## src/hw/rtl/assert_macros.svh

```systemverilog
// Assertion macros for the RTL file that carries concurrent checks, the interpolator.
// Every macro expects i_clk and the active-low i_rst_n in scope.
`ifndef ASSERT_MACROS_SVH
`define ASSERT_MACROS_SVH

// Same-cycle implication, disabled while reset is held
`define ASSERT_IMPL(label, ante, cons) \
    label: assert property (@(posedge i_clk) disable iff (!i_rst_n) (ante) |-> (cons)) \
        else $error("keyframe track assertion failed");

// Next-cycle implication, disabled while reset is held
`define ASSERT_NEXT(label, ante, cons) \
    label: assert property (@(posedge i_clk) disable iff (!i_rst_n) (ante) |=> (cons)) \
        else $error("keyframe track assertion failed");

// Invariant that holds at every edge out of reset
`define ASSERT_ALWAYS(label, cond) \
    `ASSERT_IMPL(label, 1'b1, cond)

`endif

```

## src/hw/rtl/ktrk_pkg.sv

```systemverilog
// Shared constants, codes and types for the keyframe track interpolator.
// No dependencies; used by every RTL file of the block but ktrk_ram.
package ktrk_pkg;

    // Track capacity and derived widths
    localparam int MAX_FRAMES = 4096;
    localparam int ADDR_W     = $clog2(MAX_FRAMES);
    localparam int CNT_W      = $clog2(MAX_FRAMES + 1);

    // Field widths
    localparam int COORD_W    = 16;
    localparam int TIME_W     = 32;
    localparam int QUOT_W     = TIME_W - 1;
    localparam int IVL_W      = 24;
    localparam int FRAC_W     = 8;
    localparam int Q8_W       = COORD_W + FRAC_W;
    localparam int FRAME_W    = 3 * COORD_W;

    localparam logic [IVL_W-1:0] IVL_RESET = IVL_W'(100000);

    // Request command codes
    typedef enum logic [0:0] {
        CMD_LOAD  = 1'b0,
        CMD_QUERY = 1'b1
    } t_cmd;

    // Which path produced a result
    typedef enum logic [1:0] {
        WHERE_LERP  = 2'd0,
        WHERE_FIRST = 2'd1,
        WHERE_LAST  = 2'd2
    } t_where;

    // One stored keyframe
    typedef struct packed {
        logic signed [COORD_W-1:0] x;
        logic signed [COORD_W-1:0] y;
        logic signed [COORD_W-1:0] rot;
    } t_frame;

endpackage

```

## src/hw/rtl/ktrk_lerp.sv

```systemverilog
// One interpolation lane: a*256 + trunc((b-a)*rem*256/interval).
// Serial shift-add multiply then serial restoring divide; uses ktrk_pkg.
module ktrk_lerp (
    input  logic                                i_clk,
    input  logic                                i_rst_n,
    input  logic                                i_start,
    input  logic signed [ktrk_pkg::COORD_W-1:0] i_a,
    input  logic signed [ktrk_pkg::COORD_W-1:0] i_b,
    input  logic [ktrk_pkg::IVL_W-1:0]          i_rem,
    input  logic [ktrk_pkg::IVL_W-1:0]          i_ivl,
    output logic                                o_done,
    output logic signed [ktrk_pkg::Q8_W-1:0]    o_q8
);

    localparam int COORD_W   = ktrk_pkg::COORD_W;
    localparam int IVL_W     = ktrk_pkg::IVL_W;
    localparam int FRAC_W    = ktrk_pkg::FRAC_W;
    localparam int Q8_W      = ktrk_pkg::Q8_W;
    localparam int MUL_STEPS = COORD_W;
    localparam int DIV_STEPS = Q8_W;
    localparam int STEP_W    = $clog2(DIV_STEPS);

    typedef enum logic [3:0] {
        L_IDLE = 4'b0001,
        L_MUL  = 4'b0010,
        L_DIV  = 4'b0100,
        L_FIN  = 4'b1000
    } t_lane_st;

    t_lane_st                  r_st;
    logic [STEP_W-1:0]         r_step;
    logic                      r_done;
    logic signed [COORD_W-1:0] r_a;
    logic                      r_neg;
    logic [IVL_W-1:0]          r_ivl;
    logic [IVL_W-1:0]          r_rem;
    logic [IVL_W-1:0]          r_hi;
    logic [Q8_W-1:0]           r_mq;
    logic [Q8_W-1:0]           r_q8;

    logic [COORD_W:0]          n_diff;
    logic [COORD_W:0]          n_mag;
    logic [IVL_W:0]            n_sum;
    logic [COORD_W-1:0]        n_lo;
    logic [IVL_W:0]            n_trial;
    logic [IVL_W:0]            n_sub;
    logic                      n_ge;
    logic [Q8_W-1:0]           n_base;

    // Start: magnitude and sign of b - a
    // Multiply step: add rem on the low multiplier bit, shift right
    // Divide step: restoring, one quotient bit
    always_comb begin
        n_diff  = {i_b[COORD_W-1], i_b} - {i_a[COORD_W-1], i_a};
        n_mag   = n_diff[COORD_W] ? (~n_diff + (COORD_W+1)'(1)) : n_diff;
        n_sum   = {1'b0, r_hi} + (r_mq[0] ? {1'b0, r_rem} : '0);
        n_lo    = {n_sum[0], r_mq[COORD_W-1:1]};
        n_trial = {r_hi, r_mq[Q8_W-1]};
        n_sub   = n_trial - {1'b0, r_ivl};
        n_ge    = (n_trial >= {1'b0, r_ivl});
        n_base  = {r_a, {FRAC_W{1'b0}}};
    end

    // Phase sequencing
    always_ff @(posedge i_clk) begin
        if (!i_rst_n) begin
            r_st   <= L_IDLE;
            r_step <= '0;
            r_done <= 1'b0;
        end else begin
            r_done <= 1'b0;
            case (r_st)
                L_IDLE: begin
                    if (i_start) begin
                        r_st   <= L_MUL;
                        r_step <= STEP_W'(MUL_STEPS - 1);
                    end
                end
                L_MUL: begin
                    if (r_step == '0) begin
                        r_st   <= L_DIV;
                        r_step <= STEP_W'(DIV_STEPS - 1);
                    end else begin
                        r_step <= r_step - STEP_W'(1);
                    end
                end
                L_DIV: begin
                    if (r_step == '0) begin
                        r_st <= L_FIN;
                    end else begin
                        r_step <= r_step - STEP_W'(1);
                    end
                end
                L_FIN: begin
                    r_st   <= L_IDLE;
                    r_done <= 1'b1;
                end
                default: begin
                    r_st <= L_IDLE;
                end
            endcase
        end
    end

    // Datapath; product top half is below the interval, so it seeds the divide
    always_ff @(posedge i_clk) begin
        if (r_st == L_IDLE && i_start) begin
            r_a   <= i_a;
            r_neg <= n_diff[COORD_W];
            r_ivl <= i_ivl;
            r_rem <= i_rem;
            r_hi  <= '0;
            r_mq  <= {{FRAC_W{1'b0}}, n_mag[COORD_W-1:0]};
        end else if (r_st == L_MUL) begin
            r_hi <= n_sum[IVL_W:1];
            if (r_step == '0) begin
                r_mq <= {n_lo, {FRAC_W{1'b0}}};
            end else begin
                r_mq <= {{FRAC_W{1'b0}}, n_lo};
            end
        end else if (r_st == L_DIV) begin
            r_hi <= n_ge ? n_sub[IVL_W-1:0] : n_trial[IVL_W-1:0];
            r_mq <= {r_mq[Q8_W-2:0], n_ge};
        end else if (r_st == L_FIN) begin
            r_q8 <= r_neg ? (n_base - r_mq) : (n_base + r_mq);
        end
    end

    assign o_done = r_done;
    assign o_q8   = r_q8;

endmodule

```

## config.mk

```make
export PLATFORM = sky130hd
export DESIGN_NAME = ktrk_lerp
export DESIGN_NICKNAME = d
export VERILOG_FILES = /design/src/hw/rtl/assert_macros.svh /design/src/hw/rtl/ktrk_pkg.sv /design/src/hw/rtl/ktrk_lerp.sv
export SDC_FILE = /design/constraint.sdc
export NUM_CORES = 1
export LEC_CHECK = 0
export BUFFER_PORTS_ARGS = -buffer_cell sky130_fd_sc_hd__buf_4
export CORE_ASPECT_RATIO = 1.25
export CORE_MARGIN = 10
export CORE_UTILIZATION = 50
export DETAILED_ROUTE_END_ITERATION = 8
export PLACE_DENSITY = 0.81
export REMOVE_ABC_BUFFERS = 1
export SLEW_MARGIN = 15
export SYNTH_ARGS = -nofsm -noshare
export SYNTH_HDL_FRONTEND = slang
export SYNTH_SLANG_ARGS = --single-unit
export TNS_END_PERCENT = 5
```

## constraint.sdc

```tcl
create_clock -name i_clk -period 6.1 [get_ports i_clk]
set_input_delay 1.22 -clock i_clk [delete_from_list [all_inputs] [get_ports i_clk]]
set_output_delay 1.22 -clock i_clk [all_outputs]
set_load 0.02 [all_outputs]
```

# == After elaboration in Yosys (flattened, before gate mapping) ==
# Index checks and enable logic that the tools add are counted.
# op_classes
add_sub_neg,7
multipliers,0
div,0
magnitude_cmp,1
eq_ne,8
shift,0
mux,19
bitwise_logic,4
n_reduce_logical,8
# op_table
cell,count
24-bit two-way mux,8
24-bit subtractor,2
16-bit two-way mux,2
24-bit by 24-bit adder with 25-bit output,1
25-bit by 24-bit greater-or-equal comparator with 1-bit output,1
24-bit adder,1
16-bit by 16-bit subtractor with 17-bit output,1
16-bit by 1-bit adder with 16-bit output (second input constant),1
16-bit inverter,1
5-bit two-way mux,3
5-bit case mux with 3 select lines,1
4-bit two-way mux,3
4-bit case mux with 3 select lines,1
2-bit inequality test (second input constant),4
3-bit AND reduction,2
3-bit nonzero test,2
5-bit logical NOT,1
5-bit by 1-bit subtractor with 5-bit output (second input constant),1
4-bit by 1-bit == test with 1-bit output (second input constant),1
4-bit by 2-bit == test with 1-bit output (second input constant),1
4-bit by 3-bit == test with 1-bit output (second input constant),1
4-bit == test (second input constant),1
4-bit AND reduction,1
1-bit inverter,3
3 further kinds,3
# word_totals
reg_bits,147
latchBits,0
mem_bits_rw,0
rom_bits,0
in_bits,83
output_inout_bits,25
elab_cells,58
memories,0

# == Logic depth before layout (Yosys ltp) ==
# depth
ltp_word,5
mapped_depth,13
mapped_depth_nobuf,12

# == Worst setup path before layout ==
# OpenSTA, ideal clock, no wires.
# synth_timing
path_type,input port to flip-flop
startpoint,in i_start
endpoint,"reg r_mq[13], data pin"
setup_time_ns,0.364
t_arrival_ns,3.966
t_required_ns,5.736
setup_slack_ns,1.769
stages,5
n_path_buf,1
cell_sequence,nand3b_1 -> or3_2 -> inv_1 -> clkbuf_1 -> a21oi_1
# synth_between
elab_chain_len,2
# synth_rtl
element,line,rtl
"start, declared",ktrk_lerp.sv:6,"input logic i_start,"
1-bit logical AND,ktrk_lerp.sv:107,if (r_st == L_IDLE && i_start) begin
16-bit two-way mux,ktrk_lerp.sv:107,
"end signal, assigned",ktrk_lerp.sv:113,"r_mq <= {{FRAC_W{1'b0}}, n_mag[COORD_W-1:0]};"
"end signal, assigned",ktrk_lerp.sv:117,"r_mq <= {n_lo, {FRAC_W{1'b0}}};"
"end signal, assigned",ktrk_lerp.sv:119,"r_mq <= {{FRAC_W{1'b0}}, n_lo};"
"end, declared",ktrk_lerp.sv:38,logic [Q8_W-1:0] r_mq;
# Every way passes these cells.
# A chain may end at the register's enable or synchronous reset.

# == Final worst setup path ==
# layout_timing
startpoint,in i_a[1] (netlist name)
endpoint,"reg r_mq[14], data pin"
# layout_between
elab_chain_len,5
# layout_rtl
element,line,rtl
"start, declared",ktrk_lerp.sv:7,"input logic signed [ktrk_pkg::COORD_W-1:0] i_a,"
16-bit by 16-bit subtractor with 17-bit output (*),ktrk_lerp.sv:54,"n_diff = {i_b[COORD_W-1], i_b} - {i_a[COORD_W-1], i_a};"
16-bit inverter,ktrk_lerp.sv:55,n_mag = n_diff[COORD_W] ? (~n_diff + (COORD_W+1)'(1)) : n_diff;
16-bit by 1-bit adder with 16-bit output,ktrk_lerp.sv:55,
16-bit two-way mux (*),ktrk_lerp.sv:55,
16-bit two-way mux (*),ktrk_lerp.sv:107,
# Every way passes the cells marked *; elsewhere a longest branch is shown, timed or not.

==> results by group <==
Run status
  • Outcome: completed

Min path
  • Hold Path Cell Cnt: 1
  • Hold Path End: r_step[1]
  • Hold Path Origin: r_step[1]
  • Worst hold path class: flip-flop to flip-flop

Timing
  • Crit share post-route: 67.9%
  • Setup Viol. Count Final: 0
  • Relative slew slack: 17.7%
  • RSZ-0062 raised after global routing: false
  • Final Hold Viols: 0
  • Worst Tran Pin Value: 1.23 ns
  • TNS Setup: 0 ns
  • Max-slew violation count: 0
  • Worst clock skew: 0.00847 ns
  • Min Tclk post-route: 4.14 ns
  • Fmax: 0.241 GHz

Yosys
  • Dominant cell type by area after synthesis: edfxtp_1
  • Post-synth EDFFs: 105
  • Flops & latches, synth: 147
  • Avg Cell Area, Syn: 9.13 um^2
  • Mapped Cells: 1203
  • Largest cells by area after synthesis: edfxtp_1, ha_1, dfxtp_1, a21oi_1, xnor2_1
  • Ys async rst share: 0%
  • Post-synth top flop: edfxtp_1
  • Cell variety after synth: 83
  • Mapped cell area: 11000 um^2
  • Sequential-to-total area share from yosys stat: 36.4%
  • Synth warn: 0
  • Yosys top cell area share: 28.7%

Die
  • # rows: 60
  • Height of the die: 186 um
  • Die ar.: 28300 um^2
  • Die width: 153 um
  • Core Box Area: 21500 um^2
  • Initial Utilization: 51.0%
  • IO Count: 108

Worst setup path
  • Reg2reg start: r_hi[10]
  • Reg2Reg Depth: 10
  • Reg2reg end: r_hi[8]
  • CP Cell Sequence: buf_4 > inv_1 > ha_1 > nor2b_4 > o2111a_2 > or4_4 > a211o_4 > a311oi_2 > o2111ai_2 > or4_1 > o311ai_1 > nor2_1
  • Worst-path fanout max: 5
  • CP required: 6.29 ns
  • CP max stage delay: 0.52 ns
  • Crit path kind: input pin to flip-flop
  • Critical Path End Type: flip-flop
  • Worst path slowest cell: or4_4
  • FF-to-FF setup slack: 2.42 ns
  • CP Launch Type: input pin
  • CP arrival: 4.33 ns

Place
  • DPL Wire Length: 21.5 mm
  • Routability cong.: 0.923
  • Cells after DPL: 1552
  • Count of input and output buffers: 107

Power
  • Part of the power in registers: 39.8%
  • Worst VDD drop: 0.000231 V
  • Combinational share of power: 27.1%
  • Leak: 5.20 nW
  • Clk network pwr share: 33.1%
  • Switching share of total power: 32.4%
  • Pwr Density: 244 nW/um^2
  • NetSw: 0.000996 W
  • Pint: 0.00208 W

CTS
  • Hold buffers post-CTS: 0
  • Clock buffer depth: 2
  • Reg clk slew, reported paths: 0.06 ns
  • Htree depth: 4
  • CTS tree: done
  • Clk sink count: 147
  • Post-CTS Setup Repair Bufs: 0
  • Num CTS Buffers: 17
  • Clk_lat worst skew: 0.44 ns
  • Root buf cell: clkbuf_16
  • Post-cts sizing count: 0

Cells and area
  • Most common cell after layout, fill and taps aside: buf_4
  • Final net count: 1476
  • Commonest cells after routing, fill and taps aside: buf_4, edfxtp_1, ha_1
  • Antenna Cells: 0
  • Layout cell share with drive strength beyond 1: 13.5%
  • Non-filler cells in the finished layout: 1584
  • Area delta synth->final: 14.6%

Global route
  • Initial antenna violation count: 0
  • Vias in the first global route: 9664
  • GRT Total Usage: 19.8%
  • First-pass GRT wire length: 46.3 mm
  • Largest net degree at the start of global routing: 89
  • Overflow after GRT: 0

Routing
  • Post-Route WL: 28.7 mm
  • TritonRoute pass-1 iters: 5
  • 1st-iter DRT viols: 653
  • Vias: 9561
  • Antenna viol nets, final: 0
  • DRC errors left: 0
  • Vias per cell: 6.04
  • DR WL/cell: 18.1 um

Job
  • Maxcap violations: 0
## power groups by stage
stage               Sequential, W  Combinational (W)  Clock, W
finish                    0.00122           0.000834   0.00102
global route              0.00123           0.000927   0.00107
CTS                       0.00122           0.000828   0.00102
detailed placement        0.00124           0.000820         0
global placement          0.00124           0.000801         0
floorplan                 0.00123           0.000605         0
## layer usage
layer	track usage [%]	vias up	wire [um]	share of wire, %
li1	-	4648	-	-
met5	0	-	0	0
met4	9.59	0	1100	3.9
met2	36.9	332	14800	52
met3	3.35	83	1570	5.5
met1	21.2	4498	11200	39
## Yosys cell counts, drive strengths merged, types with 10 or more instances
library cell	number
inv	87
o211ai	25
and3	11
and2	30
nand2b	17
nor2b	16
edfxtp	105
xnor2	49
mux2i	10
a21oi	91
o21bai	15
o221ai	13
ha	97
nand3	26
dfxtp	42
o21ai	73
a211oi	29
a31oi	11
clkbuf	40
nor3	36
o21a	10
nand2	80
xor2	28
nor2	81
or3	14
a21o	28
## cell type report
| class | count | area, um^2 |
|---|---|---|
| timing repair buffer | 116 | 871 |
| tap | 279 | 349 |
| multi-input combinational | 922 | 6490 |
| inverter | 88 | 332 |
| clock inverter | 14 | 129 |
| sequential | 147 | 3990 |
| clock buffer | 18 | 429 |
| fill | 1879 | 8960 |
## worst max-delay path, delay by kind of cell
| kind | cells | cell delay (ns) |
|---|---|---|
| AO/OA/AOI/OAI | 5 | 1.43 |
| adder cells (fa/ha/maj) | 1 | 0.31 |
| buffers and inverters | 2 | 0.15 |
| AND/OR/NAND/NOR | 4 | 1.23 |
## cell families after synthesis
family	Yosys count	synth area share (%)
xor gates and xnor gates	77	6.14
adders and majority gates	101	11.8
AOI/OAI and AO/OA	381	23.7
muxes	12	1.12
DFF	147	36.4
and+or+nand+nor	351	16.1
buffers and inverters	134	4.82
## how the worst max path moves through the flow
stage | start | end | depth (start not counted)
3_5_place_dp | i_a[0] | r_mq[14] | 12
3_3_place_gp | i_a[0] | r_mq[14] | 12
4_1_cts | i_a[1] | r_mq[14] | 12
2_1_floorplan | i_start | r_mq[0] | 5
6_report | i_a[1] | r_mq[14] | 12
5_1_grt | i_a[1] | r_mq[15] | 12
## flip-flops by register name, summed over array words and instances (netlist names)
signal	count
r_hi	24
r_ivl	24
r_rem	24
r_step	5
r_neg	1
o_done	1
r_st	4
r_mq	24
o_q8	24
r_a	16
## per-stage QoR
step,cell area (um^2),utilization (%),hold WS (ns),setup WS [ns],total power (W)
finish,12600,58.4,0.541,1.96,0.00308
global route,12600,58.4,0.554,1.83,0.00323
CTS,12600,58.4,0.537,1.96,0.00307
detailed placement,12000,55.8,0.524,1.52,0.00206
global placement,12000,55.8,0.507,1.57,0.00204
floorplan,10800,-,0.480,1.15,0.00183
Note: power is estimated with default switching activity, not from simulation.
