### config.mk
export PLATFORM = sky130hd
export DESIGN_NAME = ktrk_div
export DESIGN_NICKNAME = d
export VERILOG_FILES = /design/src/hw/rtl/assert_macros.svh /design/src/hw/rtl/ktrk_pkg.sv /design/src/hw/rtl/ktrk_div.sv
export SDC_FILE = /design/constraint.sdc
export NUM_CORES = 1
export LEC_CHECK = 0
export BUFFER_PORTS_ARGS = -buffer_cell sky130_fd_sc_hd__buf_2
export CORE_ASPECT_RATIO = 1.5
export CORE_MARGIN = 2
export CORE_UTILIZATION = 58
export CTS_CLUSTER_SIZE = 24
export DETAILED_ROUTE_END_ITERATION = 8
export GPL_TIMING_DRIVEN = 0
export MAX_ROUTING_LAYER = met4
export PLACE_DENSITY = 0.86
export SKIP_CTS_REPAIR_TIMING = 1
export SYNTH_ARGS = -nofsm -noshare
export SYNTH_HDL_FRONTEND = slang
export SYNTH_SLANG_ARGS = --single-unit
### constraint.sdc
create_clock -name i_clk -period 7 [get_ports i_clk]
set_clock_uncertainty 0.1 [all_clocks]
set_input_delay 0.7 -clock i_clk [delete_from_list [all_inputs] [get_ports i_clk]]
set_output_delay 0.7 -clock i_clk [all_outputs]
set_load 0.01 [all_outputs]
### src/hw/rtl/assert_macros.svh
// Assertion macros for the RTL file that carries concurrent checks, the interpolator.
// Every macro expects i_clk and the active-low i_rst_n in scope.
`ifndef ASSERT_MACROS_SVH
`define ASSERT_MACROS_SVH

// Same-cycle implication, disabled while reset is held
`define ASSERT_IMPL(label, ante, cons) \
    label: assert property (@(posedge i_clk) disable iff (!i_rst_n) (ante) |-> (cons)) \
        else $error("keyframe track assertion failed");

// Next-cycle implication, disabled while reset is held
`define ASSERT_NEXT(label, ante, cons) \
    label: assert property (@(posedge i_clk) disable iff (!i_rst_n) (ante) |=> (cons)) \
        else $error("keyframe track assertion failed");

// Invariant that holds at every edge out of reset
`define ASSERT_ALWAYS(label, cond) \
    `ASSERT_IMPL(label, 1'b1, cond)

`endif

### src/hw/rtl/ktrk_pkg.sv
// Shared constants, codes and types for the keyframe track interpolator.
// No dependencies; used by every RTL file of the block but ktrk_ram.
package ktrk_pkg;

    // Track capacity and derived widths
    localparam int MAX_FRAMES = 4096;
    localparam int ADDR_W     = $clog2(MAX_FRAMES);
    localparam int CNT_W      = $clog2(MAX_FRAMES + 1);

    // Field widths
    localparam int COORD_W    = 16;
    localparam int TIME_W     = 32;
    localparam int QUOT_W     = TIME_W - 1;
    localparam int IVL_W      = 24;
    localparam int FRAC_W     = 8;
    localparam int Q8_W       = COORD_W + FRAC_W;
    localparam int FRAME_W    = 3 * COORD_W;

    localparam logic [IVL_W-1:0] IVL_RESET = IVL_W'(100000);

    // Request command codes
    typedef enum logic [0:0] {
        CMD_LOAD  = 1'b0,
        CMD_QUERY = 1'b1
    } t_cmd;

    // Which path produced a result
    typedef enum logic [1:0] {
        WHERE_LERP  = 2'd0,
        WHERE_FIRST = 2'd1,
        WHERE_LAST  = 2'd2
    } t_where;

    // One stored keyframe
    typedef struct packed {
        logic signed [COORD_W-1:0] x;
        logic signed [COORD_W-1:0] y;
        logic signed [COORD_W-1:0] rot;
    } t_frame;

endpackage

### src/hw/rtl/ktrk_div.sv
// Bit-serial restoring divider: time / interval, one quotient bit a cycle.
// Depends on ktrk_pkg for widths.
module ktrk_div (
    input  logic                          i_clk,
    input  logic                          i_rst_n,
    input  logic                          i_start,
    input  logic [ktrk_pkg::QUOT_W-1:0]   i_dividend,
    input  logic [ktrk_pkg::IVL_W-1:0]    i_divisor,
    output logic                          o_done,
    output logic [ktrk_pkg::QUOT_W-1:0]   o_quot,
    output logic [ktrk_pkg::IVL_W-1:0]    o_rem
);

    localparam int QUOT_W = ktrk_pkg::QUOT_W;
    localparam int IVL_W  = ktrk_pkg::IVL_W;
    localparam int STEP_W = $clog2(QUOT_W);

    logic              r_busy;
    logic              r_done;
    logic [STEP_W-1:0] r_step;
    logic [IVL_W-1:0]  r_dvs;
    logic [IVL_W-1:0]  r_part;
    logic [QUOT_W-1:0] r_q;

    logic [IVL_W:0]    n_trial;
    logic [IVL_W:0]    n_diff;
    logic              n_ge;

    // One restoring step: bring in the next dividend bit, trial subtract
    always_comb begin
        n_trial = {r_part, r_q[QUOT_W-1]};
        n_diff  = n_trial - {1'b0, r_dvs};
        n_ge    = (n_trial >= {1'b0, r_dvs});
    end

    // Step counter and completion pulse
    always_ff @(posedge i_clk) begin
        if (!i_rst_n) begin
            r_busy <= 1'b0;
            r_done <= 1'b0;
            r_step <= '0;
        end else begin
            r_done <= 1'b0;
            if (i_start) begin
                r_busy <= 1'b1;
                r_step <= STEP_W'(QUOT_W - 1);
            end else if (r_busy) begin
                if (r_step == '0) begin
                    r_busy <= 1'b0;
                    r_done <= 1'b1;
                end else begin
                    r_step <= r_step - STEP_W'(1);
                end
            end
        end
    end

    // Dividend shifts out at the top as quotient bits shift in at the bottom
    always_ff @(posedge i_clk) begin
        if (i_start) begin
            r_dvs  <= i_divisor;
            r_part <= '0;
            r_q    <= i_dividend;
        end else if (r_busy) begin
            r_part <= n_ge ? n_diff[IVL_W-1:0] : n_trial[IVL_W-1:0];
            r_q    <= {r_q[QUOT_W-2:0], n_ge};
        end
    end

    assign o_done = r_done;
    assign o_quot = r_q;
    assign o_rem  = r_part;

endmodule

Yosys cells after proc, flatten, opt, wreduce, memory -nomap -nowiden
Cells that the tools add are included.
{ "totals": {"reg_bits": 86, "out_inout_bits": 56, "word_cells": 30} }
{ "op_classes": {"addsub": 2, "order_cmp": 1, "n_eq_ne": 1, "muxes": 10, "bitwise": 3, "n_reduce_logical": 6} }
{ "op_table": {"columns": ["op", "count"], "rows": [
  ["$mux 31", 2],
  ["$ge 25x24->1", 1],
  ["$mux 24", 1],
  ["$sub 24x24->24", 1],
  ["$mux 5", 3],
  ["$logic_not 5->1", 1],
  ["$sub 5x1->5 const B", 1],
  ["$mux 1", 4],
  ["$reduce_and 2->1", 2],
  ["$not 1->1", 3],
  ["$reduce_or 3->1", 1],
  ["$ne 2x2->1 const B", 1],
  ["$reduce_bool 2->1", 1],
  ["$reduce_or 2->1", 1]
]} }

Depth between registers and ports, before layout
Gate-level depths: netlist of the first run.
{ "depth": {"word_depth": 4, "mapped_depth": 12, "mapped_depth_nobuf": 11} }

Worst setup path after synthesis of the first run
No wires, ideal clock.
{ "synth_path": {"path_kind": "flip-flop to flip-flop", "from": "reg r_dvs[1]", "to": "reg r_part[19], in the netlist o_rem[19]", "setup_ns": 0.122, "arrival_time_ns": 2.465, "slack_ns": 4.313, "stages_incl_launch_ff": 11, "path_buffers": 0, "cell_sequence": "edfxtp_1 > inv_1 > ha_1 > nor2b_1 > o31a_2 > o21ai_2 > o21ai_4 > a21oi_2 > mux2_2 > o211a_1 > a311o_1"} }
{ "synth_via": {"elab_chain_len": 2, "elab_cells_between_ends": 3} }
{ "synth_rtl": {"columns": ["element", "line_no", "rtl"], "rows": [
  ["start: declaration", "ktrk_div.sv:21", "logic [IVL_W-1:0] r_dvs;"],
  ["start signal: assignment", "ktrk_div.sv:61", "r_dvs <= i_divisor;"],
  ["$sub 24x24->24 or $ge 25x24->1 (tied branches)", "ktrk_div.sv:32, ktrk_div.sv:33", null],
  ["$mux 24 *", "ktrk_div.sv:65", "r_part <= n_ge ? n_diff[IVL_W-1:0] : n_trial[IVL_W-1:0];"],
  ["end signal: assignment", "ktrk_div.sv:65", null],
  ["end: declaration", "ktrk_div.sv:22", "logic [IVL_W-1:0] r_part;"]
]} }
Every way passes the cells marked *; elsewhere a longest branch is shown, timed or not.
A chain may end at the register's enable or synchronous reset.

Worst setup path in the final report of the first run
{ "layout_path": {"from": "reg r_part[5], in the netlist o_rem[5]", "to": "reg r_part[16], in the netlist o_rem[16]"} }
{ "layout_via": {"elab_chain_len": 2, "elab_cells_between_ends": 3} }
{ "layout_rtl": {"columns": ["element", "line_no"], "rows": [
  ["$sub 24x24->24 or $ge 25x24->1 (tied branches)", "ktrk_div.sv:32, ktrk_div.sv:33"],
  ["$mux 24 *", "ktrk_div.sv:65"]
]} }
Marked as above.

==> impl_metrics.tcl, run 1 <==
set metrics [dict create \
    status "finished clean" \
    netlist.area_leader.share_pct 34.9 \
    syn_avg_cell_area_um2 10.5 \
    finalWeightedCongestion 0.911 \
    tightest_slew_ns 1.10 \
    path_clk_slew_ns 0.06 \
    clockBufferDepth 2 \
    hp-class "flip-flop to flip-flop" \
    hold_violations 0 \
    initial_core_util_pct 59.4 \
    total_power_mw 1.33 \
    fin_nets 660 \
    maxSlewViolCount 0 \
    cp-startpoint "o_rem[5]$_SDFFE_PP0P_" \
    htree_num_levels 3 \
    grt_overflow_total 0 \
    grt_use_total_pct 26.1 \
    wl_per_cell_um 16.0 \
    syn_to_final_growth_pct 21.1 \
    drt-total-wl_mm 11.0 \
    syn_nets 536 \
    p_comb_share_pct 18.4 \
    antenna_found_initial 0 \
    peakVddDrop_mv 0.136 \
    internal_power_uw 981 \
    synth_warnings 0 \
    ys_ff_latch 86 \
    synth-edff-count 55 \
    power_frac_clock_pct 35.8 \
    wl_met2_mm 5.79 \
    ant_nets 0 \
    synthArstFlopShare_pct 0 \
    n_antenna_cell 0 \
    die_height_um 115 \
    p_per_area_nw_per_um2 233 \
    hold_slack_ns 0.401 \
    hpwl_mm 8.21 \
    fillCellCount 580 \
    die_area_um2 8910 \
    synthFlopType "edfxtp_1" \
    rsz0062_at_grt "false" \
    cts-root-buf "clkbuf_16" \
    synth_most_common_cell "edfxtp_1" \
    timing.rr.start "o_rem[5]$_SDFFE_PP0P_" \
    switching_power_uw 353 \
    worstHoldStart "o_rem[9]$_SDFFE_PP0P_" \
    met3WireLength_um 782 \
    core_area_um2 7960 \
    synthCells 452 \
    fin_crit_ns 3.15 \
    seqPwrFrac_pct 45.8 \
    chipWidth_um 77.7 \
    worst_setup_path_start_kind "flip-flop" \
    path_class "flip-flop to flip-flop" \
    vias_per_cell 5.73 \
    drc_errors 0 \
    ios 114 \
    yosys.area.top_type "edfxtp_1" \
    grt_max_degree 33 \
    tritoncts "built" \
    fmax_mhz 318 \
    total_leakage_power_nw 2.51 \
    crit_path_end_kind "flip-flop" \
    ys_seq_area_share_pct 48.1 \
    top_layer_used "met4" \
    max_cap_viol_count 0 \
    syn_area_um2 4730 \
    multi_input_area_um2 2250 \
    wl_met1_mm 4.21 \
    post-route-util_pct 71.9 \
    fin_setup_tns_ns 0 \
    first_iter_violations 192 \
    numCtsBuffers 9 \
    grt_pass1_vias 3770 \
    firstDrtPassIters 4 \
    netlist_top_cells_count "edfxtp_1 (55), nand2_1 (40), inv_1 (35), nor2_1 (34), mux2_2 (32)" \
    synth.distinct_cells 60 \
    switching_share_pct 26.5 \
    grt_pass1_wl_mm 17.6 \
    fin_crit_sh_pct 44.9 \
    vias 3931 \
    port_buffers 113 \
    critPathMaxFanout 10 \
    layout-drive-gt1-share_pct 29.6 \
    crit_required_ns 7.14 \
    cp_data_arrival_time_ns 3.28 \
    clk-insertion-delay-late_ns 0.34 \
    seqCellArea_um2 2270 \
    clock-sinks 86 \
    rows 40 \
    yosys-top-cells-area "edfxtp_1 (35%), dfxtp_1 (13%), mux2_2 (7.6%)" \
    max-slew-margin-rel_pct 26.5 \
    setup_viol 0 \
]
==> placed cells by master, fill, tap and decap left out, types with 2 or more instances in the layout <==
cell type and n:
clkbuf_16 9, o21a_1 7, or3_1 3, o21ai_0 25, mux2_2 32, xor2_1 6, dfxtp_1 31, xnor2_1 11
inv_1 35, nor4_1 3, buf_1 4, clkbuf_1 8, a21o_1 8, nor3b_1 3, mux2i_1 13, a21boi_0 2
nand2_1 40, a21oi_1 26, edfxtp_1 55, nor3_1 5, nor2_1 34, a311oi_1 6, clkinv_2 2, a311o_1 2
nor2b_1 6, o311ai_0 2, nand2b_1 2, nand4_1 5, o221ai_1 2, a211oi_1 8, ha_1 25, and2_1 3
buf_2 119, a31oi_1 2, nand3_1 6
==> path summary, 6_finish.rpt <==
path	end	slack (ns)	cells after the start
setup / recovery	o_rem[16]$_SDFFE_PP0P_	3.85	10
hold reg to reg	o_rem[9]$_SDFFE_PP0P_	0.40	2
setup reg to reg	o_rem[16]$_SDFFE_PP0P_	3.85	10
hold / removal	o_rem[9]$_SDFFE_PP0P_	0.40	2
==> critical path, stage by stage (launching register included) <==
cell       delay [ns]
dfxtp_1          0.33
ha_1             0.38
a2111oi_0        0.54
a21oi_1          0.11
o21ai_2          0.16
o21ai_4          0.13
a21oi_2          0.34
a31o_1           0.29
buf_2            0.28
nand2_1          0.09
a311oi_1         0.29
==> area by class of cell <==
cell class / instances / area share [%]
sequential: 86 / 39.7
multi-input combinational: 313 / 39.2
timing repair buffer: 113 / 9.88
clock buffer: 11 / 4.24
inverter: 35 / 2.29
tap: 105 / 2.29
buffer: 18 / 1.38
clock inverter: 5 / 1.01
==> cells by family after synthesis <==
logic type                 share of synthesized area (%)
buffers and inverters                               4.45
adders and majority gates                           7.04
DFF                                                 48.1
and+or+nand+nor                                     11.2
xor gates and xnor gates                            3.15
AOI/OAI and AO/OA                                   15.7
muxes                                               10.4
==> per-stage QoR <==
stage	instance area (um^2)	cells	worst slack (ns)
finish	5730	686	3.85
global route	5730	686	3.61
CTS	5730	686	3.90
detailed placement	5430	670	3.90
global placement	5430	670	3.98
floorplan	4730	452	4.31
==> flip-flops by register name, summed over array words and instances, names as in the netlist <==
register	cells
o_quot	31
o_rem	24
r_dvs	24
r_step	5
o_done	1
r_busy	1
==> power groups by stage <==
| stage | Clock [mW] | Sequential [mW] | Combinational, mW |
|---|---|---|---|
| floorplan | 0 | 0.629 | 0.151 |
| global placement | 0 | 0.618 | 0.235 |
| detailed placement | 0 | 0.621 | 0.242 |
| CTS | 0.482 | 0.610 | 0.245 |
| global route | 0.500 | 0.615 | 0.272 |
| finish | 0.478 | 0.610 | 0.246 |
==> per-layer routing <==
| metal | GRT usage, % | vias to the layer above |
|---|---|---|
| li1 | - | 1903 |
| met1 | 28.0 | 1848 |
| met2 | 46.6 | 160 |
| met3 | 4.89 | 20 |
| met4 | 11.2 | 0 |
| met5 | - | - |
(Power assumes the default switching activity.)
==> run 2: changes to the inputs <==
- ABC_AREA: unset -> 1
- CORE_UTILIZATION: 58 -> 55
- PLACE_DENSITY: 0.86 -> 0.8
- clock period: 7 -> 3.2 ns (I/O delays scaled with it)
==> impl_metrics.tcl, run 2 <==
set metrics [dict create \
    top_layer_used "met4" \
    firstDrtPassIters 5 \
    timing.rr.start "o_quot[30]$_DFFE_PP_" \
    syn_nets 841 \
    total_leakage_power_nw 3.56 \
    reg2reg_to "o_rem[16]$_SDFFE_PP0P_" \
    grt_pass1_vias 5222 \
    holdPathEnd "r_dvs[2]$_DFFE_PP_" \
    netlist_top_cells_count "nand2_1 (311), inv_1 (138), nand3_1 (62), edfxtp_1 (55), nor2_1 (37)" \
    wl_per_cell_um 14.4 \
    setup_slack_ns 0.828 \
    syn_avg_cell_area_um2 7.11 \
    worst_setup_path_start_kind "flip-flop" \
    ys_ff_latch 86 \
    clk-insertion-delay-late_ns 0.36 \
    wl_met1_mm 5.79 \
    synth.distinct_cells 33 \
    path_clk_slew_ns 0.07 \
    dp_slack_ns 0.646 \
    seqPwrFrac_pct 48.3 \
    chipWidth_um 84.8 \
    cts-root-buf "clkbuf_16" \
    fin_setup_tns_ns 0 \
    r2r_cells 15 \
    switching_share_pct 28.0 \
    critical_path_buf_inv_count 2 \
    ant_nets 0 \
    fmax_mhz 422 \
    fin_crit_sh_pct 74.1 \
    fillCellCount 885 \
    fin_crit_ns 2.37 \
    core_area_um2 9580 \
    rsz0062_at_grt "false" \
    vias 5074 \
    netlist.area_leader.share_pct 30.7 \
    ios 114 \
    max_cap_viol_count 0 \
    htree_num_levels 3 \
    worstHoldStart "i_divisor[2]" \
    crit_family "simple AND/OR/NAND/NOR gates" \
    setup_viol 0 \
    synth_warnings 0 \
    crit_path_end_kind "flip-flop" \
    port_buffers 113 \
    clock-sinks 86 \
    power_frac_clock_pct 37.9 \
    layout_commonest_cell "nand2_1" \
    synthFlopType "edfxtp_1" \
    initial_core_util_pct 56.2 \
    drt-total-wl_mm 14.4 \
    maxSlewViolCount 0 \
    synth_most_common_cell "nand2_1" \
    synth_compound_area_share_pct 3.65 \
    dpl_cell_area_um2 6110 \
    largest_reg_flops 31 \
    synth_simple_gate_area_share_pct 35.0 \
    rows 44 \
    vias_per_cell 5.06 \
    final_area_um2 6390 \
    max-slew-margin-rel_pct 53.6 \
    p_per_area_nw_per_um2 422 \
    numCtsBuffers 9 \
    yosys.area.top_type "edfxtp_1" \
    clockBufferDepth 2 \
    path_class "flip-flop to flip-flop" \
    total_power_mw 2.70 \
    wl_met2_mm 7.68 \
    yosys-top-cells-area "edfxtp_1 (31%), nand2_1 (22%), dfxtp_1 (12%)" \
    place_inst 986 \
    max_stage_delay_ns 0.41 \
    synth_xor_area_share_pct 1.46 \
    crit_required_ns 3.34 \
    die_height_um 125 \
    first_iter_violations 228 \
    n_antenna_cell 0 \
    status "finished clean" \
    hold_violations 0 \
    finalNonFillerCells 1002 \
    syn_area_um2 5380 \
    cp_data_arrival_time_ns 2.52 \
    min_path_cells 1 \
    crit_slowest_cell "fa_1" \
    synthCells 757 \
    grt_use_total_pct 29.4 \
    hp-class "primary input to flip-flop" \
    synthAdderAreaFrac_pct 6.18 \
    synth-edff-count 55 \
    p_comb_share_pct 13.8 \
    tritoncts "built" \
    finalWeightedCongestion 0.938 \
    critPathMostFrequentCell "nand2_1" \
    die_area_um2 10600 \
    switching_power_uw 756 \
    reg2reg_slack_ns 0.83 \
    grt_max_degree 40 \
    synthMuxAreaShare_pct 0 \
    hpwl_mm 11.1 \
    fin_nets 966 \
    antenna_found_initial 0 \
    ys_seq_area_share_pct 42.2 \
    grt_overflow_total 0 \
    syn_to_final_growth_pct 18.8 \
    drc_errors 0 \
    layout-drive-gt1-share_pct 17.2 \
    peakVddDrop_mv 0.339 \
    grt_pass1_wl_mm 24.0 \
    tightest_slew_ns 0.696 \
    synth_top_family_by_area "simple AND/OR/NAND/NOR gates" \
    final_cell_mix "nand2_1 (311), inv_1 (138), buf_2 (117)" \
    path_cells "inv_1 -> ha_1 -> fa_1 -> inv_1 -> nand3_1 -> nand3_1 -> nand3_1 -> nand2_1 -> nand2_1 -> nand2_1 -> nand2_1 -> nand2_1 -> nand2_1 -> nand3_1 -> nand2_1" \
    critPathMaxFanout 4 \
    internal_power_mw 1.94 \
    synthArstFlopShare_pct 0 \
    met3WireLength_um 541 \
]
==> run 2: worst max-delay path by stage <==
| stage | to | startpoint | cells past startpoint |
|---|---|---|---|
| finish | o_rem[16]$_SDFFE_PP0P_ | o_quot[30]$_DFFE_PP_ | 15 |
| global route | o_rem[16]$_SDFFE_PP0P_ | o_quot[30]$_DFFE_PP_ | 15 |
| floorplan | o_quot[0]$_DFFE_PP_ | i_start | 4 |
| CTS | o_rem[16]$_SDFFE_PP0P_ | o_quot[30]$_DFFE_PP_ | 15 |
| global placement | o_quot[21]$_DFFE_PP_ | i_start | 5 |
| detailed placement | o_quot[21]$_DFFE_PP_ | i_start | 6 |
==> run 2: stage by stage <==
step	utilization, %	hold slack (ns)
floorplan	-	0.319
global placement	63.6	0.347
detailed placement	63.8	0.367
CTS	66.8	0.0259
global route	66.8	0.0279
finish	66.8	0.0304
==> run 2: metal layers <==
layer / track usage [%] / vias up
met5: - / -
met4: 10.1 / 0
met3: 5.35 / 25
met2: 53.5 / 121
met1: 31.5 / 2323
li1: - / 2605
==> run 2: cell families (layout without fill, tap and decap cells) <==
| logic type | after synthesis | count (layout) |
|---|---|---|
| flip-flops | 86 | 86 |
| AO/OA/AOI/OAI | 37 | 37 |
| buffers and inverters | 156 | 286 |
| XOR/XNOR | 9 | 9 |
| AND/OR/NAND/NOR | 443 | 443 |
| adder cells (fa/ha/maj) | 26 | 26 |
==> run 2: power groups by stage <==
stage | registers, mW | clock network [mW] | logic [mW]
after floorplan | 1.34 | 0 | 0.202
after global placement | 1.33 | 0 | 0.357
after detailed placement | 1.33 | 0 | 0.374
after CTS | 1.30 | 1.04 | 0.375
after global routing | 1.31 | 1.08 | 0.418
final | 1.30 | 1.02 | 0.373
==> run 2: final cells by class <==
type                    count  area [um^2]  share of cell area [%]
flip-flops and latches     86         2270                    35.5
repair buffers            114          586                    9.16
clock inverters             7         55.1                   0.861
clock buffers               9          225                    3.52
plain buffers              17         96.3                    1.51
inverters                 139          522                    8.16
multi-input cells         515         2490                    39.0
well taps                 115          144                    2.25
